`src/sv/ilmq_pkg.sv`:
```
`timescale 1ns / 1ps
// Shared constants, types and helpers for the indexed linked multi-queue.
package ilmq_pkg;

  // Pool size and the widths that follow from it.
  localparam int unsigned EntryCount = 64;
  localparam int unsigned QueueCount = EntryCount + 1;
  localparam int unsigned IdW        = $clog2(EntryCount + 1);
  localparam int unsigned TidW       = $clog2(EntryCount);
  localparam int unsigned QAddrW     = $clog2(QueueCount);
  localparam int unsigned LAddrW     = $clog2(EntryCount);
  localparam int unsigned OpW        = 2;

  // The id equal to the entry count stands for null.
  localparam logic [IdW-1:0] NullId = IdW'(EntryCount);

  // Operation codes.
  localparam logic [OpW-1:0] OP_ENQ = 2'd0;
  localparam logic [OpW-1:0] OP_DEQ = 2'd1;
  localparam logic [OpW-1:0] OP_REM = 2'd2;

  // One memory row: two id fields (head/tail or next/prev).
  typedef struct packed {
    logic [IdW-1:0] a;
    logic [IdW-1:0] b;
  } pair_t;

  // Write request with one enable per field.
  typedef struct packed {
    logic           a_en;
    logic           b_en;
    logic [IdW-1:0] a;
    logic [IdW-1:0] b;
  } pair_wr_t;

  // True when the id names a real entry.
  function automatic logic id_ok(input logic [IdW-1:0] id);
    return id < NullId;
  endfunction

endpackage

```
`src/sv/ilmq_pair_ram.sv`:
```
`timescale 1ns / 1ps
// Two-field synchronous RAM with per-field write enables and reset-valid bits.
module ilmq_pair_ram #(
  parameter int unsigned Depth = 64,
  parameter int unsigned AddrW = $clog2(Depth)
) (
  input  logic              clk_i,
  input  logic              rst_ni,
  input  logic              rd_en_i,
  input  logic [AddrW-1:0]  rd_addr_i,
  output ilmq_pkg::pair_t   rd_data_o,
  input  logic [AddrW-1:0]  wr_addr_i,
  input  ilmq_pkg::pair_wr_t wr_i
);
  import ilmq_pkg::*;

  logic [IdW-1:0]   mem_a [Depth];
  logic [IdW-1:0]   mem_b [Depth];
  logic [Depth-1:0] a_vld_q;
  logic [Depth-1:0] b_vld_q;
  pair_t            rd_q;

  // A field that was never written since reset reads as null.
  always_ff @(posedge clk_i or negedge rst_ni) begin
    if (!rst_ni) begin
      a_vld_q <= '0;
      b_vld_q <= '0;
    end else begin
      if (wr_i.a_en) begin
        a_vld_q[wr_addr_i] <= 1'b1;
      end
      if (wr_i.b_en) begin
        b_vld_q[wr_addr_i] <= 1'b1;
      end
    end
  end

  // Storage array and registered read port.
  always_ff @(posedge clk_i) begin
    if (wr_i.a_en) begin
      mem_a[wr_addr_i] <= wr_i.a;
    end
    if (wr_i.b_en) begin
      mem_b[wr_addr_i] <= wr_i.b;
    end
    if (rd_en_i) begin
      rd_q.a <= a_vld_q[rd_addr_i] ? mem_a[rd_addr_i] : NullId;
      rd_q.b <= b_vld_q[rd_addr_i] ? mem_b[rd_addr_i] : NullId;
    end
  end

  assign rd_data_o = rd_q;

endmodule

```
`src/sv/indexed_linked_multi_queue.sv`:
```
`timescale 1ns / 1ps
// Top level: multi-queue sequencer over a queue memory and a link memory.
//
// Several FIFO queues of entry ids share one pool; each queue keeps head and
// tail in the queue memory and each entry keeps next and prev in the link
// memory. An operation is taken when start is high and busy is low, then
// busy stays high while the queue row (and the link row of the given id) is
// read, while a dequeue reads the link row of the head, and while each extra
// link write is made in a state of its own, since the link memory has
// a single write port. The result appears on done_o for one cycle right after
// busy falls, and a new operation may be started in that same cycle; a new one
// is taken only after the last is done. The receiver cannot stall results.
// Both memories are ready right after reset; no clearing pass is needed.
module indexed_linked_multi_queue (
  input  logic                        clk_i,
  input  logic                        rst_ni,
  input  logic                        start,
  output logic                        busy,
  input  logic [ilmq_pkg::OpW-1:0]    operation_i,
  input  logic [ilmq_pkg::IdW-1:0]    queue_id_i,
  input  logic [ilmq_pkg::TidW-1:0]   thread_id_i,
  output logic                        done_o,
  output logic [ilmq_pkg::IdW-1:0]    popped_id_o,
  output logic                        was_empty_o
);
  import ilmq_pkg::*;

  // Sequencer states.
  localparam logic [2:0] S_IDLE = 3'd0;
  localparam logic [2:0] S_QRD  = 3'd1;
  localparam logic [2:0] S_LRD  = 3'd2;
  localparam logic [2:0] S_WN   = 3'd3;
  localparam logic [2:0] S_WP   = 3'd4;

  logic [2:0]        state_q, state_d;
  logic [OpW-1:0]    op_q, op_d;
  logic [IdW-1:0]    t_q, t_d;
  logic [QAddrW-1:0] q_q, q_d;
  logic              qok_q, qok_d, tok_q, tok_d;
  logic              nx_vld_q, nx_vld_d, pv_vld_q, pv_vld_d;
  logic [LAddrW-1:0] nx_addr_q, nx_addr_d, pv_addr_q, pv_addr_d;
  logic [IdW-1:0]    nx_val_q, nx_val_d, pv_val_q, pv_val_d;
  logic [IdW-1:0]    popped_q, popped_d;
  logic              empty_q, empty_d, done_q, done_d;

  logic              accept;
  logic              in_qok, in_tok;
  logic              leave;

  // Memory ports.
  logic              q_rd_en, l_rd_en;
  logic [QAddrW-1:0] q_rd_addr;
  logic [LAddrW-1:0] l_rd_addr, l_wr_addr;
  pair_t             q_rd, l_rd;
  pair_wr_t          q_wr, l_wr;

  // Field aliases of the read rows.
  logic [IdW-1:0]    head, tail, lnext, lprev;

  assign head  = q_rd.a;
  assign tail  = q_rd.b;
  assign lnext = l_rd.a;
  assign lprev = l_rd.b;

  assign busy   = (state_q != S_IDLE);
  assign accept = start && !busy;
  assign in_qok = {1'b0, queue_id_i} < (IdW + 1)'(QueueCount);
  assign in_tok = {1'b0, thread_id_i} < (TidW + 1)'(EntryCount);

  // Queue memory: a = head, b = tail.
  ilmq_pair_ram #(
    .Depth (QueueCount),
    .AddrW (QAddrW)
  ) u_queue_ram (
    .clk_i     (clk_i),
    .rst_ni    (rst_ni),
    .rd_en_i   (q_rd_en),
    .rd_addr_i (q_rd_addr),
    .rd_data_o (q_rd),
    .wr_addr_i (q_q),
    .wr_i      (q_wr)
  );

  // Link memory: a = next, b = prev.
  ilmq_pair_ram #(
    .Depth (EntryCount),
    .AddrW (LAddrW)
  ) u_link_ram (
    .clk_i     (clk_i),
    .rst_ni    (rst_ni),
    .rd_en_i   (l_rd_en),
    .rd_addr_i (l_rd_addr),
    .rd_data_o (l_rd),
    .wr_addr_i (l_wr_addr),
    .wr_i      (l_wr)
  );

  // Sequencer: read the rows, write what can go at once, then drain the
  // pending single-field link writes.
  always_comb begin
    state_d   = state_q;
    op_d      = op_q;
    t_d       = t_q;
    q_d       = q_q;
    qok_d     = qok_q;
    tok_d     = tok_q;
    nx_vld_d  = nx_vld_q;
    nx_addr_d = nx_addr_q;
    nx_val_d  = nx_val_q;
    pv_vld_d  = pv_vld_q;
    pv_addr_d = pv_addr_q;
    pv_val_d  = pv_val_q;
    popped_d  = popped_q;
    empty_d   = empty_q;
    done_d    = 1'b0;
    leave     = 1'b0;
    q_rd_en   = 1'b0;
    q_rd_addr = in_qok ? queue_id_i : '0;
    l_rd_en   = 1'b0;
    l_rd_addr = in_tok ? thread_id_i : '0;
    q_wr      = '0;
    l_wr      = '0;
    l_wr_addr = t_q[LAddrW-1:0];

    unique case (state_q)
      S_IDLE: begin
        if (accept) begin
          op_d     = operation_i;
          t_d      = IdW'(thread_id_i);
          q_d      = in_qok ? queue_id_i : '0;
          qok_d    = in_qok;
          tok_d    = in_tok;
          popped_d = NullId;
          empty_d  = 1'b0;
          q_rd_en  = 1'b1;
          l_rd_en  = 1'b1;
          state_d  = S_QRD;
        end
      end

      S_QRD: begin
        nx_vld_d = 1'b0;
        pv_vld_d = 1'b0;
        leave    = 1'b1;
        case (op_q)
          OP_ENQ: begin
            if (qok_q && tok_q) begin
              q_wr.a_en = (tail == NullId);
              q_wr.a    = t_q;
              q_wr.b_en = 1'b1;
              q_wr.b    = t_q;
              l_wr.a_en = 1'b1;
              l_wr.a    = NullId;
              l_wr.b_en = 1'b1;
              l_wr.b    = tail;
              nx_vld_d  = id_ok(tail) && (tail != t_q);
              nx_addr_d = tail[LAddrW-1:0];
              nx_val_d  = t_q;
            end
          end
          OP_DEQ: begin
            if (!qok_q || head == NullId) begin
              empty_d = 1'b1;
            end else begin
              l_rd_en   = 1'b1;
              l_rd_addr = head[LAddrW-1:0];
              leave     = 1'b0;
              state_d   = S_LRD;
            end
          end
          OP_REM: begin
            if (qok_q && tok_q) begin
              if (head == t_q) begin
                // Removing the head is a pop; the link row of the id is at hand.
                q_wr.a_en = 1'b1;
                q_wr.a    = lnext;
                q_wr.b_en = (lnext == NullId);
                q_wr.b    = NullId;
                l_wr_addr = head[LAddrW-1:0];
                l_wr.a_en = 1'b1;
                l_wr.a    = NullId;
                l_wr.b_en = 1'b1;
                l_wr.b    = NullId;
                pv_vld_d  = id_ok(lnext) && (lnext != head);
                pv_addr_d = lnext[LAddrW-1:0];
                pv_val_d  = NullId;
              end else if (tail == t_q) begin
                q_wr.b_en = 1'b1;
                q_wr.b    = lprev;
                l_wr.a_en = 1'b1;
                l_wr.a    = NullId;
                l_wr.b_en = 1'b1;
                l_wr.b    = NullId;
                nx_vld_d  = id_ok(lprev) && (lprev != t_q);
                nx_addr_d = lprev[LAddrW-1:0];
                nx_val_d  = NullId;
              end else begin
                // Middle: clear the id's own links, then bridge the neighbors.
                l_wr.a_en = 1'b1;
                l_wr.a    = NullId;
                l_wr.b_en = 1'b1;
                l_wr.b    = NullId;
                nx_vld_d  = id_ok(lprev) && (lprev != t_q);
                nx_addr_d = lprev[LAddrW-1:0];
                nx_val_d  = lnext;
                pv_vld_d  = id_ok(lnext) && (lnext != t_q);
                pv_addr_d = lnext[LAddrW-1:0];
                pv_val_d  = lprev;
              end
            end
          end
          default: begin
          end
        endcase
      end

      S_LRD: begin
        // Pop the head of a non-empty queue.
        leave     = 1'b1;
        q_wr.a_en = 1'b1;
        q_wr.a    = lnext;
        q_wr.b_en = (lnext == NullId);
        q_wr.b    = NullId;
        l_wr_addr = head[LAddrW-1:0];
        l_wr.a_en = id_ok(head);
        l_wr.a    = NullId;
        l_wr.b_en = id_ok(head);
        l_wr.b    = NullId;
        nx_vld_d  = 1'b0;
        pv_vld_d  = id_ok(lnext) && (lnext != head);
        pv_addr_d = lnext[LAddrW-1:0];
        pv_val_d  = NullId;
        popped_d  = head;
        empty_d   = 1'b0;
      end

      S_WN: begin
        l_wr_addr = nx_addr_q;
        l_wr.a_en = 1'b1;
        l_wr.a    = nx_val_q;
        if (pv_vld_q) begin
          state_d = S_WP;
        end else begin
          state_d = S_IDLE;
          done_d  = 1'b1;
        end
      end

      S_WP: begin
        l_wr_addr = pv_addr_q;
        l_wr.b_en = 1'b1;
        l_wr.b    = pv_val_q;
        state_d   = S_IDLE;
        done_d    = 1'b1;
      end

      default: begin
        state_d = S_IDLE;
      end
    endcase

    // Common exit after the read phase.
    if (leave) begin
      if (nx_vld_d) begin
        state_d = S_WN;
      end else if (pv_vld_d) begin
        state_d = S_WP;
      end else begin
        state_d = S_IDLE;
        done_d  = 1'b1;
      end
    end
  end

  // Sequencer and result registers.
  always_ff @(posedge clk_i or negedge rst_ni) begin
    if (!rst_ni) begin
      state_q   <= S_IDLE;
      op_q      <= OP_ENQ;
      t_q       <= '0;
      q_q       <= '0;
      qok_q     <= 1'b0;
      tok_q     <= 1'b0;
      nx_vld_q  <= 1'b0;
      nx_addr_q <= '0;
      nx_val_q  <= '0;
      pv_vld_q  <= 1'b0;
      pv_addr_q <= '0;
      pv_val_q  <= '0;
      popped_q  <= NullId;
      empty_q   <= 1'b0;
      done_q    <= 1'b0;
    end else begin
      state_q   <= state_d;
      op_q      <= op_d;
      t_q       <= t_d;
      q_q       <= q_d;
      qok_q     <= qok_d;
      tok_q     <= tok_d;
      nx_vld_q  <= nx_vld_d;
      nx_addr_q <= nx_addr_d;
      nx_val_q  <= nx_val_d;
      pv_vld_q  <= pv_vld_d;
      pv_addr_q <= pv_addr_d;
      pv_val_q  <= pv_val_d;
      popped_q  <= popped_d;
      empty_q   <= empty_d;
      done_q    <= done_d;
    end
  end

  assign done_o      = done_q;
  assign popped_id_o = popped_q;
  assign was_empty_o = empty_q;

  // A result transaction is only shown once the sequencer has gone idle.
  a_done_idle: assert property (@(posedge clk_i) disable iff (!rst_ni)
    done_o |-> !busy)
    else $error("result shown while an operation is still in progress");

  // Every result follows a cycle of work.
  a_done_after_busy: assert property (@(posedge clk_i) disable iff (!rst_ni)
    done_o |-> $past(busy))
    else $error("result without a preceding operation");

  // An accepted operation always occupies the sequencer for the next cycle.
  a_accept_busy: assert property (@(posedge clk_i) disable iff (!rst_ni)
    accept |=> busy)
    else $error("accepted operation did not start");

  // An empty dequeue never reports an id.
  a_empty_null: assert property (@(posedge clk_i) disable iff (!rst_ni)
    (done_o && was_empty_o) |-> (popped_id_o == NullId))
    else $error("empty result carries an id");

endmodule

```
`config.mk`:
```
export PLATFORM = sky130hd
export DESIGN_NAME = indexed_linked_multi_queue
export DESIGN_NICKNAME = d
export VERILOG_FILES = /design/src/sv/ilmq_pkg.sv /design/src/sv/ilmq_pair_ram.sv /design/src/sv/indexed_linked_multi_queue.sv
export SDC_FILE = /design/constraint.sdc
export NUM_CORES = 2
export LEC_CHECK = 0
export ABC_AREA = 0
export CAP_MARGIN = 20
export CORE_ASPECT_RATIO = 1.25
export CORE_UTILIZATION = 29
export CTS_BUF_LIST = sky130_fd_sc_hd__clkbuf_8
export DETAILED_ROUTE_END_ITERATION = 8
export DONT_BUFFER_PORTS = 1
export GPL_TIMING_DRIVEN = 0
export PLACE_DENSITY_LB_ADDON = 0.25
export SETUP_SLACK_MARGIN = 0.2
export SKIP_CTS_REPAIR_TIMING = 1
export SYNTH_ARGS = -nofsm -noshare
export SYNTH_HDL_FRONTEND = slang
export SYNTH_HIERARCHICAL = 1
export SYNTH_SLANG_ARGS = --single-unit
```
`constraint.sdc`:
```
create_clock -name clk_i -period 5 [get_ports clk_i]
set_clock_uncertainty 0.05 [all_clocks]
set_input_delay 0.25 -clock clk_i [delete_from_list [all_inputs] [get_ports clk_i]]
set_output_delay 0.25 -clock clk_i [all_outputs]
set_load 0.01 [all_outputs]
```
Word-level counts from Yosys, hierarchy flattened. Memory sizes are Yosys's and may differ from the RTL's. A register that Yosys moved wholly into a read port is not among the register bits. Index checks and enable logic that the tools add are counted.

Register bits after elaboration: 315. Bits in writable memories: 1806. Output and inout port bits: 10. Word-level logic and storage cells: 195. Memories kept: 4.

Magnitude comparators: 11. Eq/ne operators: 28. Mux-type cells: 101. Bitwise operators: 4. Reductions and logical operators: 28.

Memory list: u_queue_ram.mem_a (words 65, width 7, rd ports 1, clocked after memory_dff 1, write ports 1, RTL line ilmq_pair_ram.sv:17) `logic [IdW-1:0] mem_a [Depth];`; u_queue_ram.mem_b (words 65, width 7, rd ports 1, clocked after memory_dff 1, write ports 1, RTL line ilmq_pair_ram.sv:18) `logic [IdW-1:0] mem_b [Depth];`; u_link_ram.mem_a (words 64, width 7, rd ports 1, clocked after memory_dff 1, write ports 1, RTL line ilmq_pair_ram.sv:17); u_link_ram.mem_b (words 64, width 7, rd ports 1, clocked after memory_dff 1, write ports 1, RTL line ilmq_pair_ram.sv:18).

Operators by type and width (number): 65-bit bitwise OR (2); 64-bit bitwise OR (2); 16-bit one-hot mux with 2 select lines (3); 7-bit 2-to-1 mux (13); 6-bit 2-to-1 mux (13); 16-bit 2-to-1 mux (4); 7-bit one-hot mux with 2 select lines (3); 7-bit one-hot mux with 3 select lines (2); 1-bit 2-to-1 mux (37); 7-bit < comparator (second input constant) (5); 6-bit one-hot mux with 2 select lines (2); 6-bit one-hot mux with 4 select lines (1); 7-bit == test (second input constant) (3); 3-bit 2-to-1 mux (7); 7-bit by 6-bit != test with 1-bit output (3); 7-bit by 8-bit < comparator with 1-bit output (second input constant) (2); 1-bit binary-select mux with 7-bit select (2); 7-bit by 6-bit == test with 1-bit output (2); 6-bit by 7-bit < comparator with 1-bit output (second input constant) (2); 2-bit != test (second input constant) (7); 1-bit binary-select mux with 6-bit select (2); 1-bit one-hot mux with 2 select lines (6); 3-bit one-hot mux with 4 select lines (1); 4-bit AND reduction (3); 23 further kinds (45).

Depth between registers and ports, before layout.
Depth after elaboration: 10. Depth in mapped cells: 17. Gate-level depth less buffers: 11.

Modules after synthesis. Netlist, hierarchy kept.

By module, submodules not included: ilmq_pair_ram (u_queue_ram) (times used 1, cells an instance 2147, area each 41294.6 um^2, seq. area each 30999.7 um^2); ilmq_pair_ram (u_link_ram) (times used 1, cells an instance 1942, area each 40122.2 um^2, seq. area each 30529.3 um^2); indexed_linked_multi_queue (times used 1, cells an instance 416, area each 3661.0 um^2, seq. area each 1402.6 um^2).

Least setup slack after synthesis. No wires, ideal clock.

Kind: register -> register. Start point: register t_q[2]. End point: memory u_queue_ram/mem_b[0][6] (netlist bit) (data pin). Arrival time: 4.182 ns. Required time: 4.241 ns. Slack: 0.059 ns. Cell stages (with the launch flop): 8. Period minus slack after synthesis: 4.941 ns. Path through: dfrtp_1 -> buf_6 -> xor2_1 -> or4_4 -> nor4_4 -> buf_4 -> a21oi_1 -> o21ai_0.

RTL lines: start: declaration (RTL line indexed_linked_multi_queue.sv:37) `logic [IdW-1:0] t_q, t_d;`; start signal: assignment (RTL line indexed_linked_multi_queue.sv:296) `t_q <= t_d;`; end: declaration (RTL line ilmq_pair_ram.sv:18).

Worst setup path in the final report.
Start point: register u_queue_ram/rd_data_o[13] (netlist name). End point: register u_link_ram/rd_data_o[1] (netlist name).

Longest elaborated chain between the ends: 8. Elaborated cells between the ends (all ways): 11.

RTL lines: 7-bit == test * (RTL line indexed_linked_multi_queue.sv:162) `if (!qok_q || head == NullId) begin`; 1-bit logical OR * (RTL line indexed_linked_multi_queue.sv:162); 6-bit 2-to-1 mux * (RTL line indexed_linked_multi_queue.sv:162); 6-bit 2-to-1 mux * (RTL line indexed_linked_multi_queue.sv:145) `case (op_q)`; 6-bit 2-to-1 mux * (RTL line indexed_linked_multi_queue.sv:125) `unique case (state_q)`; net l_rd_addr[2] (RTL line indexed_linked_multi_queue.sv:53) `logic [LAddrW-1:0] l_rd_addr, l_wr_addr;`; 1-bit binary-select mux with 6-bit select (RTL line ilmq_pair_ram.sv:48) `rd_q.b <= b_vld_q[rd_addr_i] ? mem_b[rd_addr_i] : NullId;`; 1-bit 2-to-1 mux (implied by the code) (RTL line ilmq_pair_ram.sv:48); 1-bit zero test (no source line).

Mark *: on every way through the listed nets, which the timed path passes. The rest lies on a longest branch. The select of a mux whose other input is x is not followed. A chain may end at the register's enable or synchronous reset.

==> results.ini <==
[run]
cap_violations=0

[logic_synthesis]
synth_area_mm2=0.0851
synth-edff-count=1834
yosysWarnings=6
async_reset_ff_frac=0.146
ys_types=81
yosysSeqAreaShare=0.740
synthCells=4505
synth_flop_cell=edfxtp_1
ys_ff_latch=2148
postSynthNetCount=4523
avgSynthCellArea_um2=18.9

[route]
wl_mm=277
antenna_left=0
wl_per_cell_um=30.1
drtIter0Drc=4362
route.detailed.drc=0
vias_per_cell=5.07
vias=46753
drtPass1Iterations=6

[placement]
dpl_cell_area_mm2=0.0910
numPortBuffers=0
pre_cts_slack_ps=-2100
placed_cells=8474
dp_hpwl_mm=187
place_congestion=0.898

[power_and_ir_drop]
swShare=0.300
p_sw_mw=13.7
seqPwrFrac=0.478
p_comb_frac=0.193
totalPowerFinal_mw=45.8
p_per_area_mw_per_mm2=459
p_int_mw=32.1
ir_worst_vdd_v=0.000309
p_clk_frac=0.328
p_leak_nw=35.4

[worst_setup_path]
path_max_fanout=10
crit_type=reg2reg
start_kind=flip-flop
r2r_slack_ps=-230
r2r_start=u_queue_ram/rd_data_o[13]
crit_path_start=u_queue_ram/rd_data_o[13]
crit_arrival_ps=5950
crit_end=u_link_ram/rd_data_o[1]
crit_path_end_kind=flip-flop
rr_endpoint=u_link_ram/rd_data_o[1]
cp.required_ps=5720
r2r_cells=15

[status]
violations=setup timing
status=finished, violations left

[global_routing]
grt_pass1_wl_mm=382
antenna_found_initial=8
grt_remaining_overflow=0
grt_util_all_layers=0.184
grt_max_degree=315
grt_pass1_vias=47990

[timing]
rsz0062_at_grt=true
fin_ws_ps=-228
min_period_over_period=1.05
period_minus_slack_ps=5230
hold_viol=0
holdWs_ps=299
setup_viol=8
slew_headroom=0.161
max_freq_ghz=0.191
worst_pin_slew_ps=1260
drv_slew=0
setup_tns_ps=-980

[layout]
fin_area_mm2=0.0998
syn_to_final_growth_pct=17.3
drive_gt1_frac=0.315
finish.utilization=0.341
final_cells=9217
final_nets=5019

[clock_tree]
clock_sinks=2148
clk_latency_ps=1070
cts_root_buf=clkbuf_8
path_clk_slew_ps=60
clock_path_buffers=4
cts_tree=yes
cts_buffers=368
htreeDepth=5

[hold_path]
hold_class=in2async

[die]
core_mm2=0.292
io_pins=28
die_height_um=608
placementRows=222
dieArea_mm2=0.296
start_util=0.291
die_w_um=486

[layout make-up]
cell class / count / area, um2
inverters: 34 / 128
flip-flops and latches: 2148 / 62900
plain buffers: 259 / 1740
clock buffers: 421 / 5790
fillers: 28015 / 192000
well taps: 3920 / 4900
repair buffers: 128 / 1900
multi-input cells: 2062 / 21300
diodes: 8 / 20.0
clock inverters: 237 / 1090
[cells in the final DEF, fill, tap and decap left out, types with 105 or more instances in the layout]
master	count
nor2_1	215
nand2_1	105
inv_1	174
a22oi_1	114
clkbuf_8	421
or2_2	259
mux2i_1	156
edfxtp_1	1834
dfrtp_1	313
mux4_2	412
[power by group through the flow]
stage	Combinational, mW	Clock (mW)	Sequential (mW)
floorplan	4.57	0	22.0
global placement	7.73	0	22.4
detailed placement	8.16	0	22.3
CTS	8.18	15.4	21.9
global route	9.22	16.1	22.0
finish	8.85	15.0	21.9
[synth_stat cells, types with 19 or more instances]
library cell / number / share of area
o221ai_1: 37 / 0.0038
buf_4: 38 / 0.0034
buf_2: 57 / 0.0034
mux4_2: 412 / 0.11
o22ai_1: 28 / 0.0021
dfrtp_1: 313 / 0.092
or2_2: 259 / 0.019
clkbuf_1: 120 / 0.0053
a21oi_1: 97 / 0.0057
mux4_1: 27 / 0.0083
inv_1: 33 / 0.0015
mux2i_1: 156 / 0.018
a221oi_1: 19 / 0.0020
nand3_1: 37 / 0.0022
nand2b_1: 25 / 0.0018
a22o_1: 40 / 0.0041
nor4_1: 19 / 0.0014
buf_6: 26 / 0.0034
o21ai_0: 21 / 0.0012
nor3_1: 42 / 0.0025
edfxtp_1: 1834 / 0.65
mux2_2: 51 / 0.0068
xor2_1: 24 / 0.0025
nor2b_1: 22 / 0.0016
a22oi_1: 118 / 0.010
nor2_1: 331 / 0.015
nand2_1: 115 / 0.0051
[critical path: stages, from the launching register on]
cell      delay [ps]
edfxtp_1         580
nor4b_2          250
a21boi_2         230
nand2_2          190
mux2_4           390
buf_6            270
buf_6            260
buf_6            300
buf_6            280
clkbuf_2         300
buf_8            200
mux4_2           340
a22oi_1          410
a21oi_1          150
nor4_2           430
nor2_1           190
[sequential cells by signal, indices dropped and copies added (netlist names), 2 cells and up]
name / flops
q_q: 7
u_queue_ram/mem_a: 455
u_link_ram/mem_a: 448
u_queue_ram/b_vld_q: 65
u_queue_ram/a_vld_q: 65
op_q: 2
u_queue_ram/mem_b: 455
u_link_ram/a_vld_q: 64
u_queue_ram/rd_data_o: 14
pv_val_q: 7
t_q: 6
popped_id_o: 7
nx_addr_q: 6
nx_val_q: 7
u_link_ram/b_vld_q: 64
u_link_ram/mem_b: 448
state_q: 3
pv_addr_q: 6
u_link_ram/rd_data_o: 14
[cells by family (layout without fill, tap and decap cells)]
family	after synthesis	count (layout)	synth area share
compound gates	459	459	0.0397
buf+inv	295	1079	0.0196
simple gates	922	922	0.0546
xor+xnor	31	31	0.00319
flops	2148	2148	0.740
other cells	0	8	0
mux	650	650	0.143
[layer usage]
metal	up-vias	global-route usage	wire (um)
met5	-	0	44
met4	6	0.0766	11600
met3	567	0.0321	14500
met2	1751	0.328	145000
met1	25262	0.218	106000
li1	19167	-	-
[how the worst min path moves through the flow]
| stage | cells past startpoint | from | end |
|---|---|---|---|
| final | 4 | rst_ni | u_queue_ram/a_vld_q[12] |
| after global routing | 4 | rst_ni | u_queue_ram/a_vld_q[33] |
| after CTS | 0 | rst_ni | u_queue_ram/a_vld_q[58] |
| after detailed placement | 0 | rst_ni | u_queue_ram/a_vld_q[52] |
| after global placement | 0 | rst_ni | u_queue_ram/a_vld_q[52] |
| after floorplan | 0 | rst_ni | done_o |
Note: power is estimated with default switching activity, not from simulation.
